<file path="config.mk">
export PLATFORM = sky130hd
export DESIGN_NAME = rbs_point
export DESIGN_NICKNAME = d
export VERILOG_FILES = /design/src/hdl/rbs_pkg.sv /design/src/hdl/rbs_point.sv
export SDC_FILE = /design/constraint.sdc
export NUM_CORES = 2
export LEC_CHECK = 0
export BUFFER_PORTS_ARGS = -buffer_cell sky130_fd_sc_hd__clkbuf_2
export CORE_MARGIN = 2
export CORE_UTILIZATION = 56
export DETAILED_ROUTE_END_ITERATION = 8
export PLACE_DENSITY = 0.78
export SETUP_SLACK_MARGIN = 0.05
export SLEW_MARGIN = 10
export SYNTH_ARGS = -nofsm -noshare
export SYNTH_HDL_FRONTEND = slang
export SYNTH_SLANG_ARGS = --single-unit
export TNS_END_PERCENT = 10
</file>
<file path="constraint.sdc">
create_clock -name clk -period 14.7 [get_ports clk]
set_input_delay 2.94 -clock clk [delete_from_list [all_inputs] [get_ports clk]]
set_output_delay 2.94 -clock clk [all_outputs]
set_load 0.005 [all_outputs]
</file>
<file path="src/hdl/rbs_pkg.sv">
// Shared package for the ray / box slab intersection block.
// Holds the default number format and the per-slab flag type.
// No dependencies.
package rbs_pkg;

    localparam int COORD_BITS_DEF = 32;
    localparam int FRAC_BITS_DEF  = 16;
    localparam int NUM_AXES       = 3;

    typedef struct packed {
        logic dzero;
        logic in_slab;
    } slab_flags_t;

endpackage

</file>
<file path="src/hdl/rbs_point.sv">
// Computes one point coordinate, origin plus direction times distance, saturated.
// Two stages: magnitude product, then add, floor shift and clamp. Depends on rbs_pkg.
module rbs_point #(
    parameter int COORD_BITS = rbs_pkg::COORD_BITS_DEF,
    parameter int FRAC_BITS  = rbs_pkg::FRAC_BITS_DEF
) (
    input  logic                          clk,
    input  logic                          en,
    input  logic                          hit,
    input  logic signed [COORD_BITS-1:0]  org,
    input  logic signed [COORD_BITS-1:0]  dir,
    input  logic signed [COORD_BITS-1:0]  t_sel,
    output logic                          hit_out,
    output logic signed [COORD_BITS-1:0]  coord
);

    localparam int W = 2 * COORD_BITS + 2;
    localparam logic signed [COORD_BITS-1:0] POS_MAX = {1'b0, {(COORD_BITS-1){1'b1}}};
    localparam logic signed [COORD_BITS-1:0] NEG_MIN = {1'b1, {(COORD_BITS-1){1'b0}}};

    logic [COORD_BITS-1:0]       dm, tm;
    logic [2*COORD_BITS-1:0]     prod_reg;
    logic                        neg_reg;
    logic                        hit1_reg;
    logic signed [COORD_BITS-1:0] org1_reg;
    logic signed [W-1:0]         sp, os, sum, sh;
    logic signed [COORD_BITS-1:0] coord_next;
    logic signed [COORD_BITS-1:0] coord_reg;
    logic                        hit2_reg;

    assign dm = dir[COORD_BITS-1] ? (-dir) : dir;
    assign tm = t_sel[COORD_BITS-1] ? (-t_sel) : t_sel;

    always_ff @(posedge clk)
    begin
        if (en)
        begin
            prod_reg <= dm * tm;
            neg_reg  <= dir[COORD_BITS-1] ^ t_sel[COORD_BITS-1];
            hit1_reg <= hit;
            org1_reg <= org;
        end
    end

    always_comb
    begin
        sp  = neg_reg ? -$signed({2'b00, prod_reg}) : $signed({2'b00, prod_reg});
        os  = W'(org1_reg) <<< FRAC_BITS;
        sum = os + sp;
        sh  = sum >>> FRAC_BITS;
        if (!hit1_reg)
            coord_next = '0;
        else if (sh > W'(POS_MAX))
            coord_next = POS_MAX;
        else if (sh < W'(NEG_MIN))
            coord_next = NEG_MIN;
        else
            coord_next = sh[COORD_BITS-1:0];
    end

    always_ff @(posedge clk)
    begin
        if (en)
        begin
            coord_reg <= coord_next;
            hit2_reg  <= hit1_reg;
        end
    end

    assign coord   = coord_reg;
    assign hit_out = hit2_reg;

endmodule

</file>
==> out/metrics.yaml <==
postRouteAntennaNets: 0
worst_path_largest_cell_delay_ns: 1.13
routed_wire_length_per_instance_um: 21.70
placeable_area_mm2: 0.07470
wire_length_of_the_first_global_routing_pass_um: 198200
hold_buffers: 0
regToRegSetupSlack_ns: 7.15
synth_top_area_share_pct: 42.38
final.min_clock_period_ns: 13.19
rsz0062_at_grt: "no"
design.portCount: 132
cts.sinks: 131
hold_viol: 0
mappedNetlistArea_mm2: 0.04237
ys_types: 77
largest_reg_flops: 64
cts-buffers-inserted: 17
result_of_the_run: "complete, no violations"
layout.cells.most_common: "inv_1"
post_synth.cell_area_avg_um2: 8.752
critPathBufInv: 6
yosys_register_bits: 131
htreeDepth: 4
design.die.area_mm2: 0.07787
crit_cells: 31
synth_largest_area_cell: "fa_1"
vias_per_cell: 5.864
top_flip_flop_cell_by_instance_count_after_synthesis: "edfxtp_1"
synth.yosys.seq_area_share_pct: 9.285
cp_data_arrival_time_ns: 13.36
final.setup_skew_ns: 0.009108
timing.critical_path.to_type: "register"
critical_path.most_common_cell: "fa_1"
floorplan.rows: 100
ys_async_sr_fraction_pct: 0
cts.repair_timing.setup_buffer_count: 0
drive_above_1_share_pct: 7.137
grt_pass1_vias: 35780
placement.io_buffers: 131
synth.net_count: 6151
critical_register_to_register_path_startpoint: "prod_reg[6]$_DFFE_PP_"
critical_path.reg2reg.endpoint: "coord[23]$_SDFFCE_PN0P_"
timing.reg2reg.worst_path_depth: 24
dp_worst_setup_slack_ns: 1.020
routability_congestion_estimate_from_global_placement: 0.9812
synthesis.yosys.warnings: 0
mostFrequentLayoutCells: "inv_1 (953), fa_1 (897), nor2_1 (698)"
dp_hpwl_um: 102400
dr_total_vias: 34530
global_route.usage.total_pct: 33.52
clk_pin_slew_ns: 0.06
ys_top_cells_by_area: "fa_1 (42%), edfxtp_1 (9.3%), ha_1 (9.3%)"
fin_crit_sh_pct: 89.74
worstPathRequired_ns: 14.87
critical_path.max_fanout: 16
fmax_ghz: 0.07581
crit_path_end: "prod_reg[61]$_DFFE_PP_"
clock-root-buffer: "clkbuf_16"
die_height_um: 279.1
tritoncts: "built"
fillers: 6180
maxCapViolations: 0
setup_violations: 0
worst_slack_ns: 1.509
worst_path_dominant_cell_family: "adder cells"
cts_max_path_buffers: 2
synth-edff-count: 131
layout.nets: 6216
critical_path.startpoint_type: "input port"
routed_wirelength_um: 127800
worstSetupPathType: "input port to register"
sequential_standard_cell_area_mm2: 0.003934
drc: 0
slew_violations: 0
min_from: "org1_reg[0]$_DFFE_PP_"
slew-limit-headroom_pct: 3.727
width_of_the_die_um: 279.1
worst_path_max_delay_cell: "xor2_2"
initial_drc_count: 3294
antenna_found_initial: 0
multi_input_gate_area_mm2: 0.03438
cts_repair_resize_count: 0
maximum_number_of_pins_on_one_net_before_global_route_repair: 71
worst_pin_slew_ns: 1.443
hold_path.class: "register to register"
syn_inst: 4841
worst_skew_pair.late_latency_ns: 0.43
worst_hold_path.num_cells: 5
cp-startpoint: "t_sel[3]"
areaGrowthSynthToFinish_pct: 6.890
dr.pass1.iters: 7
globalRouteOverflowTotal: 0
final_layout_setup_total_negative_slack_ns: 0
starting_utilization_of_the_core_area_pct: 56.72
kinds of logic (layout without fill, tap and decap cells):
| family | Yosys count | in the layout | share of synthesized area [%] |
|---|---|---|---|
| xor gates and xnor gates | 257 | 257 | 5.366 |
| and+or+nand+nor | 1560 | 1560 | 15.45 |
| AOI/OAI and AO/OA | 515 | 515 | 7.690 |
| muxes | 4 | 4 | 0.1004 |
| adders and majority gates | 1211 | 1211 | 51.66 |
| DFF | 131 | 131 | 9.285 |
| buffers and inverters | 1163 | 1240 | 10.45 |
| other | 0 | 2 | 0 |
worst min-delay path by stage:
stage | to | slack (ns)
after floorplan | hit_out$_DFFE_PP_ | 0.49
after global placement | coord[0]$_SDFFCE_PN0P_ | 0.84
after detailed placement | coord[0]$_SDFFCE_PN0P_ | 0.83
after CTS | coord[0]$_SDFFCE_PN0P_ | 0.85
after global routing | coord[0]$_SDFFCE_PN0P_ | 0.92
final | coord[0]$_SDFFCE_PN0P_ | 0.84
layer usage:
layer / track usage (%) / share of wire, % / vias to the layer above
met4: 18.86 / 7.1 / 0
met5: 0 / 0 / -
met2: 50.01 / 42 / 2282
met1: 42.10 / 36 / 16800
met3: 12.51 / 14 / 476
li1: - / - / 14970
tightest hold or removal path: cells and delay by family (launching register included):
kind / cells / cell delay (ns)
AO/OA/AOI/OAI: 2 / 0.11
adder cells (fa/ha/maj): 1 / 0.13
flip-flops: 1 / 0.35
AND/OR/NAND/NOR: 2 / 0.14
cells in the mapped netlist (11+ instances only):
master	instances
o21ai_0	93
nor3_1	33
xor2_1	91
nand2b_1	34
o41ai_1	12
ha_1	314
o31ai_1	28
clkbuf_1	194
a211oi_1	15
nand4_1	31
o21ai_1	36
and2_1	23
a21boi_0	11
o21bai_1	16
a21oi_1	154
nor2_1	698
fa_1	897
xnor2_1	163
nand3_1	28
nand2_1	611
edfxtp_1	131
nor2b_1	13
and3_1	14
nor4_1	21
inv_1	953
or4_1	13
a21o_1	54
o21a_1	13
a31oi_1	11
area by class of cell:
type                       count  area share [%]
inverter                     954           7.907
multi-input combinational   3547           75.91
clock buffer                  21          0.9725
antenna                        2         0.01105
clock inverter                10          0.2984
sequential                   131           8.686
timing repair buffer         255           3.534
tap                          969           2.677
through the flow:
stage,hold slack [ns],utilization (%),area [um^2],cells
2_1_floorplan,0.4925,-,42370,4841
3_3_place_gp,0.8374,59.81,44670,5855
3_5_place_dp,0.8275,59.81,44670,5855
4_1_cts,0.8491,60.58,45250,5886
5_1_grt,0.9216,60.62,45280,5887
6_report,0.8410,60.63,45290,5889
Power is not shown: default switching activity piles up to over one toggle a cycle in this logic, so the estimate is an artifact.
