===== src/hdl/rbs_pkg.sv =====
// Shared package for the ray / box slab intersection block.
// Holds the default number format and the per-slab flag type.
// No dependencies.
package rbs_pkg;

    localparam int COORD_BITS_DEF = 32;
    localparam int FRAC_BITS_DEF  = 16;
    localparam int NUM_AXES       = 3;

    typedef struct packed {
        logic dzero;
        logic in_slab;
    } slab_flags_t;

endpackage


===== src/hdl/rbs_merge.sv =====
// Combines the three lanes' slabs into one interval and picks the hit distance.
// Depends on rbs_pkg.
module rbs_merge #(
    parameter int COORD_BITS = rbs_pkg::COORD_BITS_DEF
) (
    input  logic                          clk,
    input  logic                          en,
    input  logic signed [COORD_BITS-1:0]  t_lo [rbs_pkg::NUM_AXES],
    input  logic signed [COORD_BITS-1:0]  t_hi [rbs_pkg::NUM_AXES],
    input  rbs_pkg::slab_flags_t          flags [rbs_pkg::NUM_AXES],
    input  logic signed [COORD_BITS-1:0]  org [rbs_pkg::NUM_AXES],
    input  logic signed [COORD_BITS-1:0]  dir [rbs_pkg::NUM_AXES],
    output logic                          hit,
    output logic signed [COORD_BITS-1:0]  t_sel,
    output logic signed [COORD_BITS-1:0]  org_out [rbs_pkg::NUM_AXES],
    output logic signed [COORD_BITS-1:0]  dir_out [rbs_pkg::NUM_AXES]
);

    localparam logic signed [COORD_BITS-1:0] POS_MAX = {1'b0, {(COORD_BITS-1){1'b1}}};
    localparam logic signed [COORD_BITS-1:0] NEG_MIN = {1'b1, {(COORD_BITS-1){1'b0}}};

    logic signed [COORD_BITS-1:0] near_next, far_next;
    logic                         zmiss_next;
    logic signed [COORD_BITS-1:0] near_reg, far_reg;
    logic                         zmiss_reg;
    logic signed [COORD_BITS-1:0] org1_reg [rbs_pkg::NUM_AXES];
    logic signed [COORD_BITS-1:0] dir1_reg [rbs_pkg::NUM_AXES];
    logic                         hit_reg;
    logic signed [COORD_BITS-1:0] t_reg;
    logic signed [COORD_BITS-1:0] org2_reg [rbs_pkg::NUM_AXES];
    logic signed [COORD_BITS-1:0] dir2_reg [rbs_pkg::NUM_AXES];

    always_comb
    begin
        near_next  = NEG_MIN;
        far_next   = POS_MAX;
        zmiss_next = 1'b0;
        for (int a = 0; a < rbs_pkg::NUM_AXES; a++)
        begin
            if (flags[a].dzero)
            begin
                zmiss_next = zmiss_next | !flags[a].in_slab;
            end
            else
            begin
                if (near_next < t_lo[a])
                    near_next = t_lo[a];
                if (t_hi[a] < far_next)
                    far_next = t_hi[a];
            end
        end
    end

    always_ff @(posedge clk)
    begin
        if (en)
        begin
            near_reg  <= near_next;
            far_reg   <= far_next;
            zmiss_reg <= zmiss_next;
            hit_reg   <= !(zmiss_reg || (far_reg < near_reg));
            t_reg     <= near_reg[COORD_BITS-1] ? far_reg : near_reg;
            for (int a = 0; a < rbs_pkg::NUM_AXES; a++)
            begin
                org1_reg[a] <= org[a];
                dir1_reg[a] <= dir[a];
                org2_reg[a] <= org1_reg[a];
                dir2_reg[a] <= dir1_reg[a];
            end
        end
    end

    assign hit     = hit_reg;
    assign t_sel   = t_reg;
    assign org_out = org2_reg;
    assign dir_out = dir2_reg;

endmodule


===== config.mk =====
export PLATFORM = sky130hd
export DESIGN_NAME = rbs_merge
export DESIGN_NICKNAME = d
export VERILOG_FILES = /design/src/hdl/rbs_pkg.sv /design/src/hdl/rbs_merge.sv
export SDC_FILE = /design/constraint.sdc
export NUM_CORES = 1
export LEC_CHECK = 0
export BUFFER_PORTS_ARGS = -buffer_cell sky130_fd_sc_hd__clkbuf_2
export CORE_MARGIN = 10
export CORE_UTILIZATION = 35
export DETAILED_ROUTE_END_ITERATION = 8
export GPL_TIMING_DRIVEN = 0
export HOLD_SLACK_MARGIN = 0.12
export PLACE_DENSITY_LB_ADDON = 0.3
export RECOVER_POWER = 50
export SYNTH_ARGS = -nofsm -noshare
export SYNTH_HDL_FRONTEND = slang
export SYNTH_SLANG_ARGS = --single-unit

===== constraint.sdc =====
create_clock -name clk -period 7.1 [get_ports clk]
set_input_delay 0 -clock clk [delete_from_list [all_inputs] [get_ports clk]]
set_output_delay 0 -clock clk [all_outputs]
set_load 0.01 [all_outputs]

==> impl_metrics.tcl, run 1 <==
set metrics [dict create \
    outcome "complete, but fails checks" \
    violations "max-capacitance violations, max-slew violations" \
    slowest_delay_ns 0.59 \
    yosysTopAreaCellShare_pct 67.1 \
    die_y_um 268 \
    hold_path.class "primary input to flip-flop" \
    finalInstanceArea_mm2 0.0305 \
    p_leak_uw 0.0131 \
    cts_tree "yes" \
    vias_per_cell 4.98 \
    switching_share_pct 26.0 \
    syn_nets 2087 \
    synth_edf_count 482 \
    floorplan.die_area_mm2 0.0719 \
    netlist_instances 1540 \
    crit_required_ns 7.41 \
    grt_util_met2_pct 35.8 \
    power.switching_uw 1920 \
    clockBufferDepth 3 \
    htree_levels 2 \
    hold_slack_ns 0.156 \
    drt_iter0_markers 1276 \
    finClkSkew_ns 0.0206 \
    power_density_mw_per_mm2 242 \
    initial_core_util_pct 35.5 \
    period_share_pct 94.3 \
    placedCellCount 2941 \
    ys_seq_elements 482 \
    yosysWarningCount 0 \
    ioPinCount 617 \
    post_cts_buffers 0 \
    p_int_uw 5460 \
    tightest_slew_ns 4.85 \
    place_congestion 0.923 \
    critPathArrivalTime_ns 7.01 \
    cts.sinks 482 \
    ys_types 59 \
    dr.pass1.iters 5 \
    die_w_um 268 \
    critPathKind "primary input to flip-flop" \
    top_usage_layer "met2" \
    antenna_found_initial 4 \
    grt_max_degree 116 \
    clkTransAtPathRegs_ns 0.06 \
    async_flop_share_pct 0 \
    num_rows 90 \
    clock_latency_ns 0.58 \
    synth_top_flop_cell "edfxtp_1" \
    via_count 16800 \
    p_clk_share_pct 33.5 \
    maxSlewViolCount 84 \
    cts_buffers 50 \
    fp.coreArea_mm2 0.0607 \
    finalPower_uw 7380 \
    slowest_stage "dlygate4sd3_1" \
    post-route-min-period_ns 6.69 \
    finalSetupViolCount 0 \
    cp_max_fo 10 \
    grt_pass1_vias 17500 \
    root_buffer "clkbuf_16" \
    drc 0 \
    final_core_util_pct 50.3 \
    slew-limit-headroom_pct -224 \
    cap_violations 1 \
    seq_area_frac_synth_pct 67.1 \
    drt-wirelength-per-cell_um 21.8 \
    pwr-share-comb_pct 18.3 \
    port_buffers 615 \
    cp-end-kind "flip-flop" \
    syn_area_mm2 0.0216 \
    grt_overflow 0 \
    synthTopCellsByArea "edfxtp_1, ha_1, o21ai_0" \
    hpwl_um 56000 \
    met1_usage_pct 21.5 \
    gr-usage-all-layers_pct 19.5 \
    placed_area_mm2 0.0257 \
    ant_nets 0 \
    cpMostUsedCell "a21o_1" \
    max_freq_mhz 149 \
    wl_um 73600 \
    nets 3095 \
    worstSetupStartpointType "primary input" \
    drive_above_1_share_pct 22.2 \
    pwr-share-seq_pct 48.2 \
    syn_avg_cell_area_um2 14.0 \
    met3_usage_pct 4.47 \
    grt_pass1_wl_um 108000 \
    peakVddDrop_uv 139 \
    synth_top_area_cell "edfxtp_1" \
    area_growth_pct 41.5 \
    fin_cells 3373 \
    finalHoldViolations 0 \
]
## logic make-up (layout without fill, tap and decap cells)
family / count (synthesis) / count (layout) / synth area share, %
muxes: 36 / 36 / 1.69
buffers and inverters: 196 / 1241 / 3.70
adders and majority gates: 155 / 155 / 8.99
other: 0 / 6 / 0
AOI/OAI and AO/OA: 303 / 303 / 9.49
DFF: 482 / 482 / 67.1
and+or+nand+nor: 368 / 368 / 9.01
## critical path, delay by kind of cell
kind                       cells  cell delay [ns]
AOI/OAI and AO/OA             10             2.18
buffers and inverters          7             2.04
adders and majority gates      2             0.61
and+or+nand+nor               11             2.16
## layout by cell type, fill, tap and decap left out, types with 38 or more instances in the layout
| cell | count |
|---|---|
| a21o_1 | 55 |
| a21oi_1 | 38 |
| clkbuf_1 | 204 |
| clkbuf_16 | 52 |
| clkbuf_2 | 478 |
| dlygate4sd3_1 | 337 |
| edfxtp_1 | 482 |
| ha_1 | 155 |
| inv_1 | 133 |
| nand2_1 | 111 |
| nor2_1 | 62 |
| o21ai_0 | 104 |
## synthesized netlist by cell type, drive strengths merged, types with 6 or more instances
cell type    n
a211oi       7
a21o        55
a21oi       38
a311oi      33
and2        32
and3        15
and3b       32
buf          9
clkbuf      54
edfxtp     482
ha         155
inv        133
mux2i       32
nand2      111
nand2b       9
nand3        6
nand4       37
nor2        62
nor3        22
nor4        26
o21ai      109
o31a        30
## power groups by stage
stage | Clock (uW) | Sequential [uW] | Combinational (uW)
after floorplan | 0 | 3630 | 550
after global placement | 0 | 3650 | 1140
after detailed placement | 0 | 3610 | 1170
after CTS | 2540 | 3550 | 1370
after global routing | 2660 | 3580 | 1480
final | 2470 | 3550 | 1350
## routing by layer
metal	part of all wire [%]	vias to the layer above
met5	0	-
met1	37	8140
li1	-	7872
met4	3.7	0
met3	7.5	113
met2	52	683
## layout make-up
class                           instances  area (um^2)
Fill cell                            5205        30200
Multi-Input combinational cell        862         6310
Inverter                              133          499
Tap cell                              782          978
Timing Repair Buffer                  956         6390
Sequential cell                       482        14500
Clock inverter                         24          203
Antenna cell                            6         15.0
Clock buffer                           65         1350
Buffer                                 63          300
## what timing repair did
| action | 4_1_cts | 5_1_grt |
|---|---|---|
| hold buffers | 337 | 0 |
| gates resized for setup | 0 | 8 |
| endpoints found under the hold margin | 338 | 0 |
| setup endpoints to repair | 0 | 2 |
## final timing paths
| path | end | slack, ns | from | cells after the start |
|---|---|---|---|---|
| worst min-delay path | org1_reg[0][14] | 0.16 | org[78] | 2 |
| worst min register to register | org_out[4] | 0.41 | org1_reg[0][68] | 0 |
| worst max-delay path | near_reg[31] | 0.41 | t_lo[76] | 30 |
| worst max register to register | hit | 4.31 | near_reg[9] | 10 |
## stage by stage
step | setup TNS, ns | setup WS [ns]
floorplan | 0 | 1.76
global placement | -791.80 | -1.70
detailed placement | 0 | 0.138
CTS | 0 | 0.185
global route | -0.0126 | -0.0126
finish | 0 | 0.406
Power figures use the tool's default switching activity.
==> run 2: changes to the inputs <==
==> constraint.sdc (replaced) <==
create_clock -name clk -period 7.7 [get_ports clk]
set_input_delay 0 -clock clk [delete_from_list [all_inputs] [get_ports clk]]
set_output_delay 0 -clock clk [all_outputs]
set_load 0.01 [all_outputs]
==> run 2 against run 1 <==
The run still ends with max-capacitance violations, max-slew violations left. Clock skew barely moved. Design area hardly changed. Register-to-register slack improved by 0.60 ns. Cell count about the same. Critical path type unchanged. Critical endpoint unchanged. Largest cell class unchanged. Largest power group unchanged. Highest routed layer unchanged.
==> impl_metrics.tcl, run 2 (synthesis gave the netlist of run 1 again) <==
set metrics [dict create \
    outcome "complete, but fails checks" \
    violations "max-capacitance violations, max-slew violations" \
    gr-usage-all-layers_pct 19.5 \
    hpwl_um 56000 \
    finClkSkew_ns 0.0209 \
    grt_overflow 0 \
    post_cts_buffers 0 \
    power.switching_uw 1770 \
    die_y_um 268 \
    grt_pass1_vias 17500 \
    cts.sinks 482 \
    slowest_stage "dlygate4sd3_1" \
    drc 0 \
    pwr-share-seq_pct 48.2 \
    layout_commonest_cell "edfxtp_1" \
    ioPinCount 617 \
    finalInstanceArea_mm2 0.0305 \
    tightest_slew_ns 4.83 \
    drt-wirelength-per-cell_um 21.8 \
    port_buffers 615 \
    floorplan.die_area_mm2 0.0719 \
    initial_core_util_pct 35.5 \
    crit_required_ns 8.01 \
    ant_nets 0 \
    layout_setup_ws_ns 0.626 \
    critPathKind "primary input to flip-flop" \
    nets 3095 \
    pre_cts_slack_ns 0.738 \
    placed_area_mm2 0.0257 \
    place_congestion 0.923 \
    p_leak_uw 0.0131 \
    cp-end-kind "flip-flop" \
    critPathArrivalTime_ns 7.38 \
    dr.pass1.iters 5 \
    cts_buffers 50 \
    n_fill_cell 5203 \
    drt_iter0_markers 1206 \
    finalHoldViolations 0 \
    maxSlewViolCount 84 \
    area_growth_pct 41.4 \
    cp_max_fo 10 \
    hold_path.class "primary input to flip-flop" \
    wl_um 73400 \
    vias_per_cell 4.96 \
    p_int_uw 5030 \
    grt_pass1_wl_um 108000 \
    pwr-share-comb_pct 18.3 \
    power_density_mw_per_mm2 223 \
    clock_latency_ns 0.58 \
    via_count 16700 \
    clkTransAtPathRegs_ns 0.06 \
    regArea_mm2 0.0145 \
    period_share_pct 91.9 \
    cap_violations 1 \
    htree_levels 2 \
    multi_input_area_mm2 0.00629 \
    cts_tree "yes" \
    max_freq_mhz 141 \
    final_cell_mix "edfxtp_1, clkbuf_2, dlygate4sd3_1" \
    clockBufferDepth 3 \
    num_rows 90 \
    drive_above_1_share_pct 22.1 \
    slowest_delay_ns 0.59 \
    root_buffer "clkbuf_16" \
    fp.coreArea_mm2 0.0607 \
    slew-limit-headroom_pct -222 \
    fin_cells 3374 \
    post-route-min-period_ns 7.07 \
    placedCellCount 2941 \
    p_clk_share_pct 33.5 \
    switching_share_pct 26.0 \
    grt_max_degree 116 \
    worstSetupStartpointType "primary input" \
    peakVddDrop_uv 128 \
    antenna_found_initial 4 \
    rsz0062_at_grt "false" \
    die_w_um 268 \
    finalSetupViolCount 0 \
]
==> run 2: per-stage QoR <==
step | utilization, % | total power, uW | TNS (ns) | hold WS, ns
finish | 50.3 | 6800 | 0 | 0.155
global route | 50.2 | 7120 | 0 | 0.122
CTS | 50.5 | 6880 | 0 | 0.120
detailed placement | 42.4 | 4410 | 0 | 0.179
global placement | 42.2 | 4410 | -502.60 | 0.177
floorplan | - | 3850 | 0 | 0.0989
==> run 2: repair_timing <==
item                                   in CTS  in global routing
resized for setup                           0                  0
endpoints found under the hold margin     338                  0
hold buffers                              337                  0
==> run 2: critical path: cells and delay by family <==
kind / cells / cell delay [ns]
AOI/OAI and AO/OA: 11 / 2.26
adders and majority gates: 2 / 0.64
buffers and inverters: 7 / 2.32
and+or+nand+nor: 11 / 2.14
==> run 2: layout make-up <==
class	count	area share, %
clock buffers	65	4.43
inverters	133	1.64
well taps	782	3.21
clock inverters	24	0.665
multi-input cells	862	20.6
flip-flops and latches	482	47.5
diodes	7	0.0574
plain buffers	63	0.976
repair buffers	956	20.9
==> run 2: final timing paths <==
| check | to | cells after the start | startpoint | slack [ns] |
|---|---|---|---|---|
| worst max-delay path | near_reg[31] | 31 | t_lo[93] | 0.63 |
| worst min-delay path | org1_reg[0][14] | 2 | org[78] | 0.15 |
| worst max register to register | hit | 10 | near_reg[9] | 4.91 |
| worst min register to register | org_out[4] | 0 | org1_reg[0][68] | 0.41 |
==> run 2: metal layers <==
| layer | vias to the layer above | routed length (um) | track usage [%] |
|---|---|---|---|
| met5 | - | 0 | 0 |
| met2 | 667 | 38300 | 35.8 |
| met4 | 0 | 2700 | 7.50 |
| li1 | 7874 | - | - |
| met1 | 8085 | 27200 | 21.5 |
| met3 | 114 | 5320 | 4.47 |
==> run 2: power groups by stage <==
stage | combinational, uW | clock [uW] | sequential [uW]
after global routing | 1370 | 2450 | 3300
after detailed placement | 1080 | 0 | 3330
final | 1240 | 2280 | 3280
after global placement | 1050 | 0 | 3370
after floorplan | 507 | 0 | 3350
after CTS | 1260 | 2340 | 3270
==> run 3: changes to the inputs <==
--- a/config.mk
+++ b/config.mk
@@ -6,7 +6,6 @@
 export NUM_CORES = 1
 export LEC_CHECK = 0
 export BUFFER_PORTS_ARGS = -buffer_cell sky130_fd_sc_hd__clkbuf_2
-export CORE_MARGIN = 10
 export CORE_UTILIZATION = 35
 export DETAILED_ROUTE_END_ITERATION = 8
 export GPL_TIMING_DRIVEN = 0
==> constraint.sdc (replaced) <==
create_clock -name clk -period 7.7 [get_ports clk]
set_input_delay 0 -clock clk [delete_from_list [all_inputs] [get_ports clk]]
set_output_delay 0 -clock clk [all_outputs]
set_load 0.1 [all_outputs]
==> run 3 against run 2 <==
The run still ends with max-capacitance violations, max-slew violations left. Clock skew down 0.0099 ns. Combinational power up 52%. Fmax up 0.18%. Critical endpoint unchanged. Largest power group unchanged.
==> impl_metrics.tcl, run 3 (synthesis gave the netlist of run 1 again) <==
set metrics [dict create \
    num_rows 90 \
    violations "max-capacitance violations, max-slew violations" \
    fp.coreArea_mm2 0.0606 \
    fin_cells 3364 \
    antenna_found_initial 9 \
    ant_nets 0 \
    grt_pass1_wl_um 101000 \
    floorplan.die_area_mm2 0.0626 \
    r2r_cells 10 \
    cpMostUsedCell "a21o_1" \
    finalInstanceArea_mm2 0.0305 \
    maxSlewViolCount 164 \
    clkTransAtPathRegs_ns 0.06 \
    peakVddDrop_uv 135 \
    power_density_mw_per_mm2 244 \
    reg2reg_slack_ns 4.85 \
    crit_required_ns 8.02 \
    port_buffers 615 \
    placedCellCount 2941 \
    htree_levels 2 \
    reg2reg_to "hit" \
    grt_overflow 0 \
    final_cell_mix "clkbuf_2, edfxtp_1, dlygate4sd3_1" \
    drive_above_1_share_pct 25.0 \
    finalSetupViolCount 0 \
    final_core_util_pct 50.3 \
    grt_pass1_vias 17000 \
    root_buffer "clkbuf_16" \
    drt_iter0_markers 940 \
    drt-wirelength-per-cell_um 20.3 \
    p_clk_share_pct 30.7 \
    finClkSkew_ns 0.0110 \
    critPathArrivalTime_ns 7.38 \
    power.switching_uw 2400 \
    nets 3089 \
    clock_latency_ns 0.58 \
    path_delay_family "simple AND/OR/NAND/NOR gates" \
    slowest_delay_ns 0.63 \
    gr-usage-all-layers_pct 21.2 \
    cts.sinks 482 \
    rsz0062_at_grt "false" \
    path_buf_inv 7 \
    switching_share_pct 32.3 \
    finalHoldViolations 0 \
    via_count 16700 \
    p_leak_uw 0.0133 \
    tightest_slew_ns 5.14 \
    ioPinCount 617 \
    cts_buffers 48 \
    place_congestion 0.911 \
    slowest_stage "nor4_1" \
    pwr-share-comb_pct 25.3 \
    drc 0 \
    setup_tns_ns 0 \
    cp-end-kind "flip-flop" \
    vias_per_cell 4.96 \
    die_w_um 250 \
    critPathKind "primary input to flip-flop" \
    outcome "complete, but fails checks" \
    hold_path_depth 2 \
    cts_tree "yes" \
    grt_max_degree 122 \
    slew-limit-headroom_pct -244 \
    hp-start "dir[12]" \
    clockBufferDepth 3 \
    wl_um 68300 \
    layout_commonest_cell "clkbuf_2" \
    max_freq_mhz 142 \
    cap_violations 2 \
    dr.pass1.iters 5 \
    pwr-share-seq_pct 44.1 \
    area_growth_pct 41.5 \
    period_share_pct 91.7 \
    r2r-start "near_reg[31]" \
    whs_endpoint "dir1_reg[0][76]" \
    placed_area_mm2 0.0257 \
    die_y_um 250 \
    p_int_uw 5030 \
    hold_path.class "primary input to flip-flop" \
    worstSetupStartpointType "primary input" \
    hpwl_um 51400 \
    initial_core_util_pct 35.6 \
    post-route-min-period_ns 7.06 \
    cp_max_fo 10 \
]
## run 3: changes by cell type in the layout (fill, tap and decap cells not counted), moves of 2 or more
cell / previous run / this run
clkbuf_1: 206 / 125
clkinv_4: 4 / 0
clkbuf_2: 476 / 552
bufinv_16: 2 / 4
inv_8: 0 / 2
clkinvlp_4: 1 / 3
dlygate4sd3_1: 337 / 333
clkbuf_16: 52 / 49
## run 3: power by group through the flow
stage	combinational, uW	clock (uW)	sequential, uW
final	1880	2280	3280
after global routing	2000	2440	3300
after CTS	1880	2330	3270
after detailed placement	1710	0	3330
after global placement	1680	0	3370
after floorplan	507	0	3990
## run 3: layer usage
layer / up-vias / share of wire [%] / global-route usage (%)
met5: - / 0.045 / 0
met4: 4 / 5.1 / 10.6
met3: 149 / 6.1 / 4.43
met2: 628 / 51 / 38.4
met1: 8040 / 38 / 23.5
li1: 7860 / - / -
## run 3: timing repair
item	CTS	global route
buffers inserted	0	0
setup endpoints to repair	0	2
hold buffers	331	2
hold endpoints to repair	294	2
resized for setup	0	5
## run 3: layout make-up
class / instances / area, um^2
clock inverter: 26 / 254
fill: 5241 / 30100
antenna: 7 / 17.5
clock buffer: 57 / 1260
timing repair buffer: 952 / 6420
sequential: 482 / 14500
multi-input combinational: 862 / 6300
tap: 782 / 978
buffer: 63 / 300
inverter: 133 / 499
## run 3: through the flow
| step | power, uW | worst slack (ns) | hold slack [ns] |
|---|---|---|---|
| after floorplan | 4500 | 2.36 | 0.0989 |
| after global placement | 5040 | -1.13 | 0.177 |
| after detailed placement | 5040 | 0.439 | 0.179 |
| after CTS | 7490 | 0.565 | 0.120 |
| after global routing | 7730 | 0.110 | 0.126 |
| final | 7430 | 0.638 | 0.149 |
## run 3: worst max path at each step
stage                     startpoint  slack (ns)  cells after the start            to
after floorplan             t_lo[69]        2.36                     29  near_reg[31]
after global placement            en       -1.13                      1  near_reg[26]
after detailed placement    t_lo[86]        0.44                     29  near_reg[27]
after CTS                   t_lo[86]        0.57                     30  near_reg[31]
after global routing        t_lo[86]        0.11                     31  near_reg[31]
final                       t_lo[86]        0.64                     30  near_reg[31]
## run 3: worst reg2reg max path, cell delays in order (launching register included)
cell	delay (ns)
edfxtp_1	0.31
clkbuf_1	0.42
clkbuf_1	0.40
inv_1	0.09
ha_1	0.36
nand4_1	0.11
nor2_1	0.23
nand2_1	0.13
a211oi_1	0.29
a211oi_1	0.13
a211oi_1	0.22
